**src/rtl/core/fpa_pkg.sv**
```systemverilog
`timescale 1ns / 1ps
package fpa_pkg;

  localparam int unsigned DATA_W    = 32;
  localparam int unsigned WIDE_W    = 64;
  localparam int unsigned OP_W      = 3;
  localparam int unsigned SHIFT_W   = 5;
  localparam int unsigned FRAC_BITS = 8;

  // Multiply retires one multiplier bit per cycle; divide one quotient bit per
  // cycle over the whole scaled dividend.
  localparam int unsigned MUL_ITER = DATA_W;
  localparam int unsigned DIV_ITER = DATA_W + FRAC_BITS;
  localparam int unsigned CNT_W    = $clog2(DIV_ITER);

  localparam logic [OP_W-1:0] OP_SHL = 3'd0;
  localparam logic [OP_W-1:0] OP_SAR = 3'd1;
  localparam logic [OP_W-1:0] OP_ADD = 3'd2;
  localparam logic [OP_W-1:0] OP_SUB = 3'd3;
  localparam logic [OP_W-1:0] OP_MUL = 3'd4;
  localparam logic [OP_W-1:0] OP_DIV = 3'd5;
  localparam logic [OP_W-1:0] OP_INC = 3'd6;
  localparam logic [OP_W-1:0] OP_DEC = 3'd7;

  // Decoded sequencer state handed to the datapath.
  typedef struct packed {
    logic idle;
    logic simple;
    logic absa;
    logic absb;
    logic mul;
    logic div;
    logic neg;
    logic fin;
    logic is_mul;
  } ctl_t;

endpackage

```
**src/rtl/core/fpa_addsub.sv**
```systemverilog
`timescale 1ns / 1ps
module fpa_addsub (
  input  logic [fpa_pkg::WIDE_W-1:0] x,
  input  logic [fpa_pkg::WIDE_W-1:0] y,
  input  logic                       sub,
  output logic [fpa_pkg::WIDE_W-1:0] sum
);

  logic [fpa_pkg::WIDE_W-1:0] y_eff;

  assign y_eff = sub ? ~y : y;
  assign sum   = x + y_eff + {{(fpa_pkg::WIDE_W-1){1'b0}}, sub};

endmodule

```
**src/rtl/core/fpa_seq.sv**
```systemverilog
`timescale 1ns / 1ps
module fpa_seq (
  input  logic                     clk,
  input  logic                     rst_n,
  input  logic                     start,
  input  logic [fpa_pkg::OP_W-1:0] op,
  input  logic                     div_zero,
  input  logic                     out_free,
  output fpa_pkg::ctl_t            ctl
);

  localparam logic [2:0] S_IDLE   = 3'd0;
  localparam logic [2:0] S_SIMPLE = 3'd1;
  localparam logic [2:0] S_ABSA   = 3'd2;
  localparam logic [2:0] S_ABSB   = 3'd3;
  localparam logic [2:0] S_MUL    = 3'd4;
  localparam logic [2:0] S_DIV    = 3'd5;
  localparam logic [2:0] S_NEG    = 3'd6;
  localparam logic [2:0] S_FIN    = 3'd7;

  localparam logic [fpa_pkg::CNT_W-1:0] MUL_LAST = fpa_pkg::CNT_W'(fpa_pkg::MUL_ITER - 1);
  localparam logic [fpa_pkg::CNT_W-1:0] DIV_LAST = fpa_pkg::CNT_W'(fpa_pkg::DIV_ITER - 1);

  logic [2:0]                  state_r, state_nxt;
  logic [fpa_pkg::CNT_W-1:0]   cnt_r, cnt_nxt;
  logic                        is_mul_r, is_mul_nxt;
  logic                        last;

  assign last = is_mul_r ? (cnt_r == MUL_LAST) : (cnt_r == DIV_LAST);

  always_comb begin
    state_nxt  = state_r;
    cnt_nxt    = cnt_r;
    is_mul_nxt = is_mul_r;
    case (state_r)
      S_IDLE: begin
        if (start) begin
          is_mul_nxt = (op == fpa_pkg::OP_MUL);
          if (op inside {fpa_pkg::OP_MUL, fpa_pkg::OP_DIV}) begin
            state_nxt = div_zero ? S_FIN : S_ABSA;
          end else begin
            state_nxt = S_SIMPLE;
          end
        end
      end
      S_SIMPLE: state_nxt = S_FIN;
      S_ABSA:   state_nxt = S_ABSB;
      S_ABSB: begin
        cnt_nxt   = '0;
        state_nxt = is_mul_r ? S_MUL : S_DIV;
      end
      S_MUL, S_DIV: begin
        cnt_nxt = cnt_r + 1'b1;
        if (last) begin
          state_nxt = S_NEG;
        end
      end
      S_NEG: state_nxt = S_FIN;
      S_FIN: begin
        if (out_free) begin
          state_nxt = S_IDLE;
        end
      end
      default: state_nxt = S_IDLE;
    endcase
  end

  always_ff @(posedge clk) begin
    if (!rst_n) begin
      state_r  <= S_IDLE;
      cnt_r    <= '0;
      is_mul_r <= 1'b0;
    end else begin
      state_r  <= state_nxt;
      cnt_r    <= cnt_nxt;
      is_mul_r <= is_mul_nxt;
    end
  end

  always_comb begin
    ctl        = '0;
    ctl.idle   = (state_r == S_IDLE);
    ctl.simple = (state_r == S_SIMPLE);
    ctl.absa   = (state_r == S_ABSA);
    ctl.absb   = (state_r == S_ABSB);
    ctl.mul    = (state_r == S_MUL);
    ctl.div    = (state_r == S_DIV);
    ctl.neg    = (state_r == S_NEG);
    ctl.fin    = (state_r == S_FIN);
    ctl.is_mul = is_mul_r;
  end

endmodule

```
**src/rtl/core/fixed_point_accumulator_alu_core.sv**
```systemverilog
`timescale 1ns / 1ps
// Signed 32-bit fixed-point accumulator (FRAC_BITS fraction bits) driven by one operation per
// input beat; each beat returns one output beat with the new accumulator and a divide-by-zero
// flag. All arithmetic but the shifts runs through a single 64-bit adder/subtractor under a
// small sequencer. Shifts, add, subtract, increment and decrement pass through the simple
// step and then the finish state; multiply takes two magnitude steps, 32 shift-add steps and
// a sign fix-up; divide takes the magnitude steps, the restoring divider retiring one quotient
// bit per cycle, and a sign fix-up. A divide by zero goes straight to the finish state.
// The input is ready only while the sequencer is idle, but a finished result may wait
// in the output register while the next beat is accepted.
module fixed_point_accumulator_alu_core (
  input  logic                               clk,
  input  logic                               rst_n,
  input  logic                               in_valid,
  output logic                               in_ready,
  input  logic [fpa_pkg::OP_W-1:0]           in_op,
  input  logic signed [fpa_pkg::DATA_W-1:0]  in_operand,
  input  logic [fpa_pkg::SHIFT_W-1:0]        in_shift_amount,
  output logic                               out_valid,
  input  logic                               out_ready,
  output logic signed [fpa_pkg::DATA_W-1:0]  out_value,
  output logic                               out_div_by_zero
);

  localparam int unsigned DW = fpa_pkg::DATA_W;
  localparam int unsigned WW = fpa_pkg::WIDE_W;
  localparam int unsigned VW = fpa_pkg::DIV_ITER;

  fpa_pkg::ctl_t ctl;

  logic                         in_acc;
  logic                         out_free;
  logic                         div_zero;

  logic [DW-1:0]                acc_r;
  logic [fpa_pkg::OP_W-1:0]     op_r;
  logic [DW-1:0]                b_r;
  logic [fpa_pkg::SHIFT_W-1:0]  sh_r;
  logic                         flag_r;
  logic                         neg_r;
  logic [DW-1:0]                ma_r;
  logic [DW-1:0]                mb_r;
  logic [DW-1:0]                hi_r;
  logic [DW-1:0]                lo_r;
  logic [VW-1:0]                dvd_r;
  logic [DW-1:0]                res_r;

  logic                         out_valid_r;
  logic [DW-1:0]                out_value_r;
  logic                         out_flag_r;

  logic [WW-1:0]                u_x, u_y, u_sum;
  logic                         u_sub;
  logic [WW-1:0]                prod;
  logic [DW-1:0]                simple_res;
  logic                         q_bit;

  assign in_acc   = in_valid && in_ready;
  assign out_free = !out_valid_r || out_ready;
  assign div_zero = (in_op == fpa_pkg::OP_DIV) && (in_operand == '0);
  assign in_ready = ctl.idle;

  fpa_seq u_seq (
    .clk      (clk),
    .rst_n    (rst_n),
    .start    (in_acc),
    .op       (in_op),
    .div_zero (div_zero),
    .out_free (out_free),
    .ctl      (ctl)
  );

  fpa_addsub u_addsub (
    .x   (u_x),
    .y   (u_y),
    .sub (u_sub),
    .sum (u_sum)
  );

  // Operand selection for the shared adder, one use per sequencer state.
  always_comb begin
    u_x   = '0;
    u_y   = '0;
    u_sub = 1'b0;
    if (ctl.simple) begin
      u_x   = {{(WW-DW){acc_r[DW-1]}}, acc_r};
      u_y   = (op_r == fpa_pkg::OP_INC || op_r == fpa_pkg::OP_DEC)
              ? WW'(1) : {{(WW-DW){b_r[DW-1]}}, b_r};
      u_sub = (op_r == fpa_pkg::OP_SUB) || (op_r == fpa_pkg::OP_DEC);
    end else if (ctl.absa) begin
      u_y   = {{(WW-DW){acc_r[DW-1]}}, acc_r};
      u_sub = acc_r[DW-1];
    end else if (ctl.absb) begin
      u_y   = {{(WW-DW){b_r[DW-1]}}, b_r};
      u_sub = b_r[DW-1];
    end else if (ctl.mul) begin
      u_x   = {{(WW-DW){1'b0}}, hi_r};
      u_y   = lo_r[0] ? {{(WW-DW){1'b0}}, ma_r} : '0;
    end else if (ctl.div) begin
      u_x   = {{(WW-DW-1){1'b0}}, hi_r, dvd_r[VW-1]};
      u_y   = {{(WW-DW){1'b0}}, mb_r};
      u_sub = 1'b1;
    end else if (ctl.neg) begin
      u_y   = ctl.is_mul ? {hi_r, lo_r} : {{(WW-DW){1'b0}}, lo_r};
      u_sub = 1'b1;
    end
  end

  // A non-negative trial difference means the divisor fits.
  assign q_bit = !u_sum[WW-1];
  assign prod  = neg_r ? u_sum : {hi_r, lo_r};

  always_comb begin
    case (op_r)
      fpa_pkg::OP_SHL: simple_res = acc_r << sh_r;
      fpa_pkg::OP_SAR: simple_res = DW'($signed(acc_r) >>> sh_r);
      default:         simple_res = u_sum[DW-1:0];
    endcase
  end

  always_ff @(posedge clk) begin
    if (in_acc) begin
      op_r   <= in_op;
      b_r    <= in_operand;
      sh_r   <= in_shift_amount;
      flag_r <= div_zero;
      neg_r  <= acc_r[DW-1] ^ in_operand[DW-1];
      res_r  <= acc_r;
    end
    if (ctl.simple) begin
      res_r <= simple_res;
    end
    if (ctl.absa) begin
      ma_r <= u_sum[DW-1:0];
    end
    if (ctl.absb) begin
      mb_r  <= u_sum[DW-1:0];
      hi_r  <= '0;
      lo_r  <= ctl.is_mul ? u_sum[DW-1:0] : '0;
      dvd_r <= VW'(ma_r) << fpa_pkg::FRAC_BITS;
    end
    if (ctl.mul) begin
      hi_r <= u_sum[DW:1];
      lo_r <= {u_sum[0], lo_r[DW-1:1]};
    end
    if (ctl.div) begin
      hi_r  <= q_bit ? u_sum[DW-1:0] : u_x[DW-1:0];
      lo_r  <= {lo_r[DW-2:0], q_bit};
      dvd_r <= dvd_r << 1;
    end
    if (ctl.neg) begin
      res_r <= ctl.is_mul ? prod[fpa_pkg::FRAC_BITS +: DW]
                          : (neg_r ? u_sum[DW-1:0] : lo_r);
    end
    if (ctl.fin && out_free) begin
      out_value_r <= res_r;
      out_flag_r  <= flag_r;
    end
  end

  always_ff @(posedge clk) begin
    if (!rst_n) begin
      acc_r       <= '0;
      out_valid_r <= 1'b0;
    end else begin
      if (ctl.fin && out_free) begin
        acc_r       <= res_r;
        out_valid_r <= 1'b1;
      end else if (out_ready) begin
        out_valid_r <= 1'b0;
      end
    end
  end

  assign out_valid       = out_valid_r;
  assign out_value       = out_value_r;
  assign out_div_by_zero = out_flag_r;

endmodule

```
**config.mk**
```make
export PLATFORM = sky130hd
export DESIGN_NAME = fixed_point_accumulator_alu_core
export DESIGN_NICKNAME = d
export VERILOG_FILES = /design/src/rtl/core/fpa_pkg.sv /design/src/rtl/core/fpa_addsub.sv /design/src/rtl/core/fpa_seq.sv /design/src/rtl/core/fixed_point_accumulator_alu_core.sv
export SDC_FILE = /design/constraint.sdc
export NUM_CORES = 1
export LEC_CHECK = 0
export ABC_AREA = 1
export BUFFER_PORTS_ARGS = -buffer_cell sky130_fd_sc_hd__buf_2
export CAP_MARGIN = 20
export CELL_PAD_IN_SITES_DETAIL_PLACEMENT = 0
export CELL_PAD_IN_SITES_GLOBAL_PLACEMENT = 1
export CORE_UTILIZATION = 29
export DETAILED_ROUTE_END_ITERATION = 8
export PLACE_DENSITY = 0.61
export SLEW_MARGIN = 20
export SYNTH_ARGS = -nofsm -noshare
export SYNTH_HDL_FRONTEND = slang
export SYNTH_SLANG_ARGS = --single-unit
```
**constraint.sdc**
```tcl
create_clock -name clk -period 12.58 [get_ports clk]
set_input_delay 1.258 -clock clk [delete_from_list [all_inputs] [get_ports clk]]
set_output_delay 1.258 -clock clk [all_outputs]
set_load 0.01 [all_outputs]
```
== Word-level counts from Yosys, hierarchy flattened ==
Cells that the tools add are included.
Storage, ports and cells
  register bits: 310
  bits of input ports: 44
  output and inout bits: 35
Cells by class
  add/sub/neg operators: 3
  equality and inequality tests: 18
  shift operators: 2
  multiplexer cells: 49
  bitwise gates (word level): 2
  reduce and logical (&&, ||, !) cells: 21
Operators by type and width (count)
  64-bit two-way mux: 10
  32-bit two-way mux: 14
  33-bit two-way mux: 4
  40-bit two-way mux: 3
  64-bit by 1-bit adder with 64-bit output: 1
  64-bit adder: 1
  64-bit NOT: 1
  32-bit case mux with 2 select lines: 1
  32-bit zero test: 1
  32-bit by 5-bit left shift with 32-bit output: 1
  32-bit by 5-bit >>> shifter with 32-bit output: 1
  3-bit == test, second input constant: 8
  3-bit case mux with 6 select lines: 1
  3-bit two-way mux: 5
  6-bit case mux with 2 select lines: 1
  1-bit two-way mux: 10
  3-bit by 2-bit == test with 1-bit output, second input constant: 3
  2-bit nonzero test: 4
  6-bit by 1-bit adder with 6-bit output, second input constant: 1
  3-bit by 1-bit == test with 1-bit output, second input constant: 2
  6-bit by 5-bit == test with 1-bit output, second input constant: 1
  6-bit == test, second input constant: 1
  3-bit zero test: 2
  2-bit by 1-bit inequality test with 1-bit output, second input constant: 3
  other kinds (8): 15

== Longest topological paths before layout ==
  word-level depth: 15
  mapped depth: 30

== Modules after synthesis ==
A second synthesis with hierarchy kept.
Unflattened totals
  cells, all modules: 3709
  area total of the unflattened synthesis: 25613.3 um^2
By module, submodules not included
  fixed_point_accumulator_alu_core: times used 1, cells each 2424, area an instance 18974.4 um^2, seq. area each 8678.3 um^2
  fpa_addsub: times used 1, cells each 1179, area an instance 5967.0 um^2, seq. area each 0.0 um^2
  fpa_seq: times used 1, cells each 106, area an instance 671.9 um^2, seq. area each 200.2 um^2

== Least setup slack after synthesis ==
No wires, ideal clock.
  path kind: reg-to-reg
  start point: register u_seq.state_r[0]
  end point: register lo_r[0] (data pin)
  setup time: 0.259 ns
  data arrival time: 4.471 ns
  path slack: 7.851 ns
  stages on the path, launching flop included: 21
  clock period less this slack: 4.729 ns
  path through: dfxtp_1 -> inv_2 -> nor2_2 -> nand2_1 -> nor2_1 -> inv_1 -> o21ai_0 -> ha_1 -> inv_1 -> o21ai_0 -> nand3_1 -> nand2_1 -> a21oi_1 -> nand2_1 -> nand2_1 -> o2111ai_1 -> a21oi_1 -> nand3_4 -> buf_2 -> a21oi_1 -> a21oi_1
Between the ends
  word-level cells in the longest chain between the ends: 15
  elaborated cells between the ends (all ways): 32
Ends and longest elaborated chain
  from (decl): line fpa_seq.sv:24  | logic [2:0] state_r, state_nxt;
  from (signal assigned): line fpa_seq.sv:74  | state_r <= state_nxt;
  3-bit == test: line fpa_seq.sv:88  | ctl.neg = (state_r == S_NEG);
  64-bit two-way mux: line fixed_point_accumulator_alu_core.sv:103  | end else if (ctl.neg) begin
  64-bit two-way mux: line fixed_point_accumulator_alu_core.sv:99  | end else if (ctl.div) begin
  64-bit two-way mux: line fixed_point_accumulator_alu_core.sv:96  | end else if (ctl.mul) begin
  64-bit two-way mux: line fixed_point_accumulator_alu_core.sv:93  | end else if (ctl.absb) begin
  64-bit two-way mux: line fixed_point_accumulator_alu_core.sv:90  | end else if (ctl.absa) begin
  64-bit two-way mux: line fixed_point_accumulator_alu_core.sv:85  | if (ctl.simple) begin
  64-bit NOT: line fpa_addsub.sv:11  | assign y_eff = sub ? ~y : y;
  64-bit two-way mux: line fpa_addsub.sv:11
  64-bit adder: line fpa_addsub.sv:12  | assign sum = x + y_eff + {{(fpa_pkg::WIDE_W-1){1'b0}}, sub};
  64-bit by 1-bit adder with 64-bit output: line fpa_addsub.sv:12
  32-bit two-way mux: line fixed_point_accumulator_alu_core.sv:139  | lo_r <= ctl.is_mul ? u_sum[DW-1:0] : '0;
  32-bit two-way mux: line fixed_point_accumulator_alu_core.sv:136  | if (ctl.absb) begin
  32-bit two-way mux: line fixed_point_accumulator_alu_core.sv:142  | if (ctl.mul) begin
  32-bit two-way mux (*): line fixed_point_accumulator_alu_core.sv:146  | if (ctl.div) begin
  to (signal assigned): line fixed_point_accumulator_alu_core.sv:139
  to (signal assigned): line fixed_point_accumulator_alu_core.sv:144  | lo_r <= {u_sum[0], lo_r[DW-1:1]};
  to (signal assigned): line fixed_point_accumulator_alu_core.sv:148  | lo_r <= {lo_r[DW-2:0], q_bit};
  to (decl): line fixed_point_accumulator_alu_core.sv:44  | logic [DW-1:0] lo_r;
Mark *: on every way between the ends. The rest lies on a longest branch, timed or not. The select of a mux whose other input is x is not followed.
A chain may end at the register's enable or synchronous reset.

== Final worst setup path ==
  start point: register u_seq.state_r[2]
  end point: register hi_r[8] (data pin)
Between the ends
  word-level cells in the longest chain between the ends: 13
  elaborated cells between the ends (all ways): 30
Ends and longest elaborated chain
  3-bit == test: line fpa_seq.sv:88
  64-bit two-way mux: line fixed_point_accumulator_alu_core.sv:103
  64-bit two-way mux: line fixed_point_accumulator_alu_core.sv:99
  64-bit two-way mux: line fixed_point_accumulator_alu_core.sv:96
  64-bit two-way mux: line fixed_point_accumulator_alu_core.sv:93
  64-bit two-way mux: line fixed_point_accumulator_alu_core.sv:90
  64-bit two-way mux: line fixed_point_accumulator_alu_core.sv:85
  64-bit NOT: line fpa_addsub.sv:11
  64-bit two-way mux: line fpa_addsub.sv:11
  64-bit adder: line fpa_addsub.sv:12
  64-bit by 1-bit adder with 64-bit output: line fpa_addsub.sv:12
  32-bit two-way mux (on tied branches): line fixed_point_accumulator_alu_core.sv:142, fixed_point_accumulator_alu_core.sv:147
  32-bit two-way mux (*): line fixed_point_accumulator_alu_core.sv:146
  to (signal assigned): line fixed_point_accumulator_alu_core.sv:143  | hi_r <= u_sum[DW:1];
  to (signal assigned): line fixed_point_accumulator_alu_core.sv:147  | hi_r <= q_bit ? u_sum[DW-1:0] : u_x[DW-1:0];
  to (decl): line fixed_point_accumulator_alu_core.sv:43  | logic [DW-1:0] hi_r;
Mark *: on every way between the ends. The rest lies on a longest branch, timed or not.

==> impl_summary.txt <==
----------------------------------------------------
[Critical path]
  Kind of end point of the critical path ... flip-flop
  Critical path endpoint ... hi_r[8]$_DFFE_PP_
  Category of the critical setup timing path ... reg -> reg
  Data arrival, critical path ... between 7000 and 8000 ps
  Required time of the worst setup path ... around 13000 ps
  Worst Setup SP ... u_seq.state_r[2]$_SDFFE_PN0P_
  Depth of the worst register-to-register path ... 21
  Worst R2R End ... hi_r[8]$_DFFE_PP_
  Startpoint Class ... flip-flop
  Worst flop-to-flop path startpoint ... u_seq.state_r[2]$_SDFFE_PN0P_
  Critical-path maximum fanout ... 42
  Setup slack, reg-to-reg ... ~5300 ps

[Yosys]
  Synthesis warning total ... 0
  Share of synthesized area occupied by flip-flops and latches ... 0.389
  Flops & latches, synth ... 310
  Post-synthesis xor/xnor area fraction ... 0.0227
  Largest family of logic cells by synthesized area ... compound AO/OA/AOI/OAI gates
  Ranking of synthesized cells by area ... sky130_fd_sc_hd__edfxtp_1, sky130_fd_sc_hd__nand2_1, sky130_fd_sc_hd__o21ai_0
  Post-Synth Simple-Gate Area ... 0.215
  Post-synthesis instance area ... between 20000 and 25000 um2
  Number of flops mapped to enable cells by yosys ... around 270
  Number of distinct library cells after synthesis ... 59
  Top-area cell type share of the netlist area ... 0.351
  Most used DFF post-synth ... sky130_fd_sc_hd__edfxtp_1
  Cell accounting for the most synthesized area ... sky130_fd_sc_hd__edfxtp_1
  Multiplexer share of the synthesized area ... 0.00439
  Post-synth net total ... between 3000 and 4000
  Adder-Cell Fraction of Synth Area ... 0.0354
  Count of mapped cells out of synthesis ... 3069
  Mapped Avg Cell Area ... 7.44 um2
  Area fraction in compound gates after synthesis ... 0.245
  Post-synthesis async set-or-reset flop share ... 0

[Final layout]
  Number of nets in the layout ... between 3000 and 4000
  Layout cells sized above 1 ... 0.0894
  Area added between synthesis and finish ... 11.5%
  Most common cell after layout, fill and taps aside ... sky130_fd_sc_hd__nand2_1
  Filler Cells Inserted ... approximately 8400
  Highest-count cells in the layout ignoring fill and taps ... sky130_fd_sc_hd__nand2_1, sky130_fd_sc_hd__o21ai_0, sky130_fd_sc_hd__inv_1

[Global routing]
  Overall overflow remaining after global route ... 0
  Global-route wire length before repair ... about 160 mm
  Initial antenna violation count ... 3
  Vias in the first global route ... about 22000
  Maximum number of pins on one net before global-route repair ... 93
  GRT Util Overall ... 0.271

[Drt]
  Starting DRC count in detailed routing ... roughly 3000
  Number of nets with antenna violations after detailed routing ... 0
  Routed len/inst ... 26.9 um
  Length of the first detailed-routing pass in iterations ... 6
  Via Count ... between 20000 and 25000
  DRC violations left ... 0
  Routed WL ... around 110 mm
  Via count normalized by instance count ... 5.66

[STA]
  Number of hold violations in the final report ... 0
  Min setup slack post-route ... approximately 5300 ps
  Max Transition Viols Final ... 0
  Final clock period utilization by the worst path ... 0.582
  Max-slew headroom at the worst pin ... 0.271
  Setup TNS ... 0 ps
  Tightest Pin Transition ... about 1100 ps
  Maximum achievable frequency ... roughly 140 MHz
  Total of endpoints with negative setup slack in the final report ... 0
  Worst hold slack across all endpoints ... 452 ps
  Unrepaired setup endpoints after global routing ... no
  Time the worst path needs with I/O delays and setup ... ~7300 ps
  Worst clock skew on the final layout ... roughly 27 ps

[Placed design]
  Number of buffers inserted by port buffering ... 78
  Global placement routability congestion ... ~0.95
  Placement-stage worst setup slack ... between 5000 and 6000 ps
  Post-detail-place hpwl ... a little over 80 mm

[Clock network]
  Quantity of hold-fixing buffers added after cts ... 0
  H-tree levels ... 2
  Count of instances resized after the clock tree is built ... 0
  CTS max path bufs ... 3
  Post-CTS setup buffer count ... 0
  Clk Latency, worst-skew pair ... between 500 and 600 ps
  Number of buffers added by the clock tree synthesis step ... 39
  Sink Count ... 310
  Clock tree from TritonCTS ... done
  Buffer cell driving the clock tree root ... sky130_fd_sc_hd__clkbuf_16
  Clock edge transition at the registers on the reported setup and hold paths ... about 60 ps

[Floorplan]
  Die outline height ... about 280 um
  Initial standard-cell utilization of the core ... 0.294
  Row Count ... a little over 100
  Die width ... approximately 280 um
  Count of pins on the block boundary ... 79
  Floorplan die area ... between 70000 and 80000 um2
  Core ar. ... between 70000 and 80000 um2

[Job]
  Maxcap violations ... 0

[Min path]
  Hold Crit Class ... reg -> reg

[Run status]
  Run status ... finished, final reports clean

----------------------------------------------------
==> routing by layer <==
layer  global-route usage  routed length, um  vias up
met4               0.0979               4080        2
met2                0.416              48500     1091
li1                     -                  -    10600
met5                    0                 19        -
met1                0.381              48600    11400
met3               0.0417               9050      176
==> synthesized netlist by cell type (25+ instances only) <==
cell type	count
sky130_fd_sc_hd__nand2_1	659
sky130_fd_sc_hd__o21ai_0	468
sky130_fd_sc_hd__inv_1	298
sky130_fd_sc_hd__edfxtp_1	267
sky130_fd_sc_hd__a21oi_1	229
sky130_fd_sc_hd__nor2_1	200
sky130_fd_sc_hd__nand3_1	160
sky130_fd_sc_hd__clkbuf_1	154
sky130_fd_sc_hd__ha_1	63
sky130_fd_sc_hd__o211ai_1	57
sky130_fd_sc_hd__xor2_1	48
sky130_fd_sc_hd__o22ai_1	47
sky130_fd_sc_hd__a31oi_1	44
sky130_fd_sc_hd__dfxtp_1	43
sky130_fd_sc_hd__a22oi_1	38
sky130_fd_sc_hd__buf_1	30
sky130_fd_sc_hd__o31ai_1	25
==> area by class of cell <==
| type | instances | area (um2) | share of cell area |
|---|---|---|---|
| sequential | 310 | 8880 | 0.349 |
| tap | 1040 | 1300 | 0.0511 |
| clock buffer | 49 | 1060 | 0.0418 |
| clock inverter | 23 | 324 | 0.0127 |
| inverter | 309 | 1160 | 0.0457 |
| multi-input combinational | 2245 | 11900 | 0.469 |
| timing repair buffer | 129 | 773 | 0.0304 |
| antenna | 1 | 2.50 | 0.0000983 |
==> worst min path at each step <==
stage	startpoint	to	slack (ps)	depth (start not counted)
after floorplan	flag_r$_DFFE_PP_	out_div_by_zero$_DFFE_PP_	400	0
after global placement	res_r[5]$_DFFE_PP_	out_value[5]$_DFFE_PP_	440	0
after detailed placement	res_r[5]$_DFFE_PP_	out_value[5]$_DFFE_PP_	440	0
after CTS	res_r[5]$_DFFE_PP_	out_value[5]$_DFFE_PP_	460	0
after global routing	res_r[5]$_DFFE_PP_	out_value[5]$_DFFE_PP_	470	0
final	res_r[5]$_DFFE_PP_	out_value[5]$_DFFE_PP_	450	0
==> through the flow <==
step,utilization,area [um2],cells
3_3_place_gp,0.310,24100,4033
6_report,0.327,25500,4106
4_1_cts,0.327,25400,4105
5_1_grt,0.327,25400,4105
2_1_floorplan,-,22800,3069
3_5_place_dp,0.310,24100,4033
==> worst max-delay path, stage by stage (launching register included) <==
cell and delay (ps):
sky130_fd_sc_hd__dfxtp_1 800, sky130_fd_sc_hd__inv_2 500, sky130_fd_sc_hd__nand2_1 660, sky130_fd_sc_hd__nand2_4 450, sky130_fd_sc_hd__a31oi_1 650, sky130_fd_sc_hd__o21ai_2 190
sky130_fd_sc_hd__nand2_1 740, sky130_fd_sc_hd__nand2_1 150, sky130_fd_sc_hd__ha_1 370, sky130_fd_sc_hd__inv_1 90, sky130_fd_sc_hd__o21ai_0 110, sky130_fd_sc_hd__nand3_1 100
sky130_fd_sc_hd__nand2_1 90, sky130_fd_sc_hd__a21oi_1 140, sky130_fd_sc_hd__nand2_1 100, sky130_fd_sc_hd__nand2_1 80, sky130_fd_sc_hd__o2111ai_1 90, sky130_fd_sc_hd__a21oi_1 690
sky130_fd_sc_hd__nand3_4 650, sky130_fd_sc_hd__nand3_1 290, sky130_fd_sc_hd__nand3_1 100, sky130_fd_sc_hd__nand2_1 90
==> state kept, by name (all words and copies together) (netlist names) <==
register         count
op_r                 3
u_seq.state_r        3
out_value           32
out_valid            1
b_r                 32
mb_r                32
u_seq.is_mul_r       1
ma_r                32
res_r               32
acc_r               32
lo_r                32
out_div_by_zero      1
neg_r                1
flag_r               1
u_seq.cnt_r          6
dvd_r               32
sh_r                 5
hi_r                32
==> kinds of logic after synthesis <==
| kind of cell | after synthesis |
|---|---|
| multiplexers | 10 |
| AO/OA/AOI/OAI | 983 |
| buffers and inverters | 514 |
| AND/OR/NAND/NOR | 1131 |
| flip-flops | 310 |
| adder cells (fa/ha/maj) | 64 |
| XOR/XNOR | 57 |
Power is left out: the tool's default activity adds up to more than one toggle a clock period on the data nets, which glitch-free logic cannot reach.
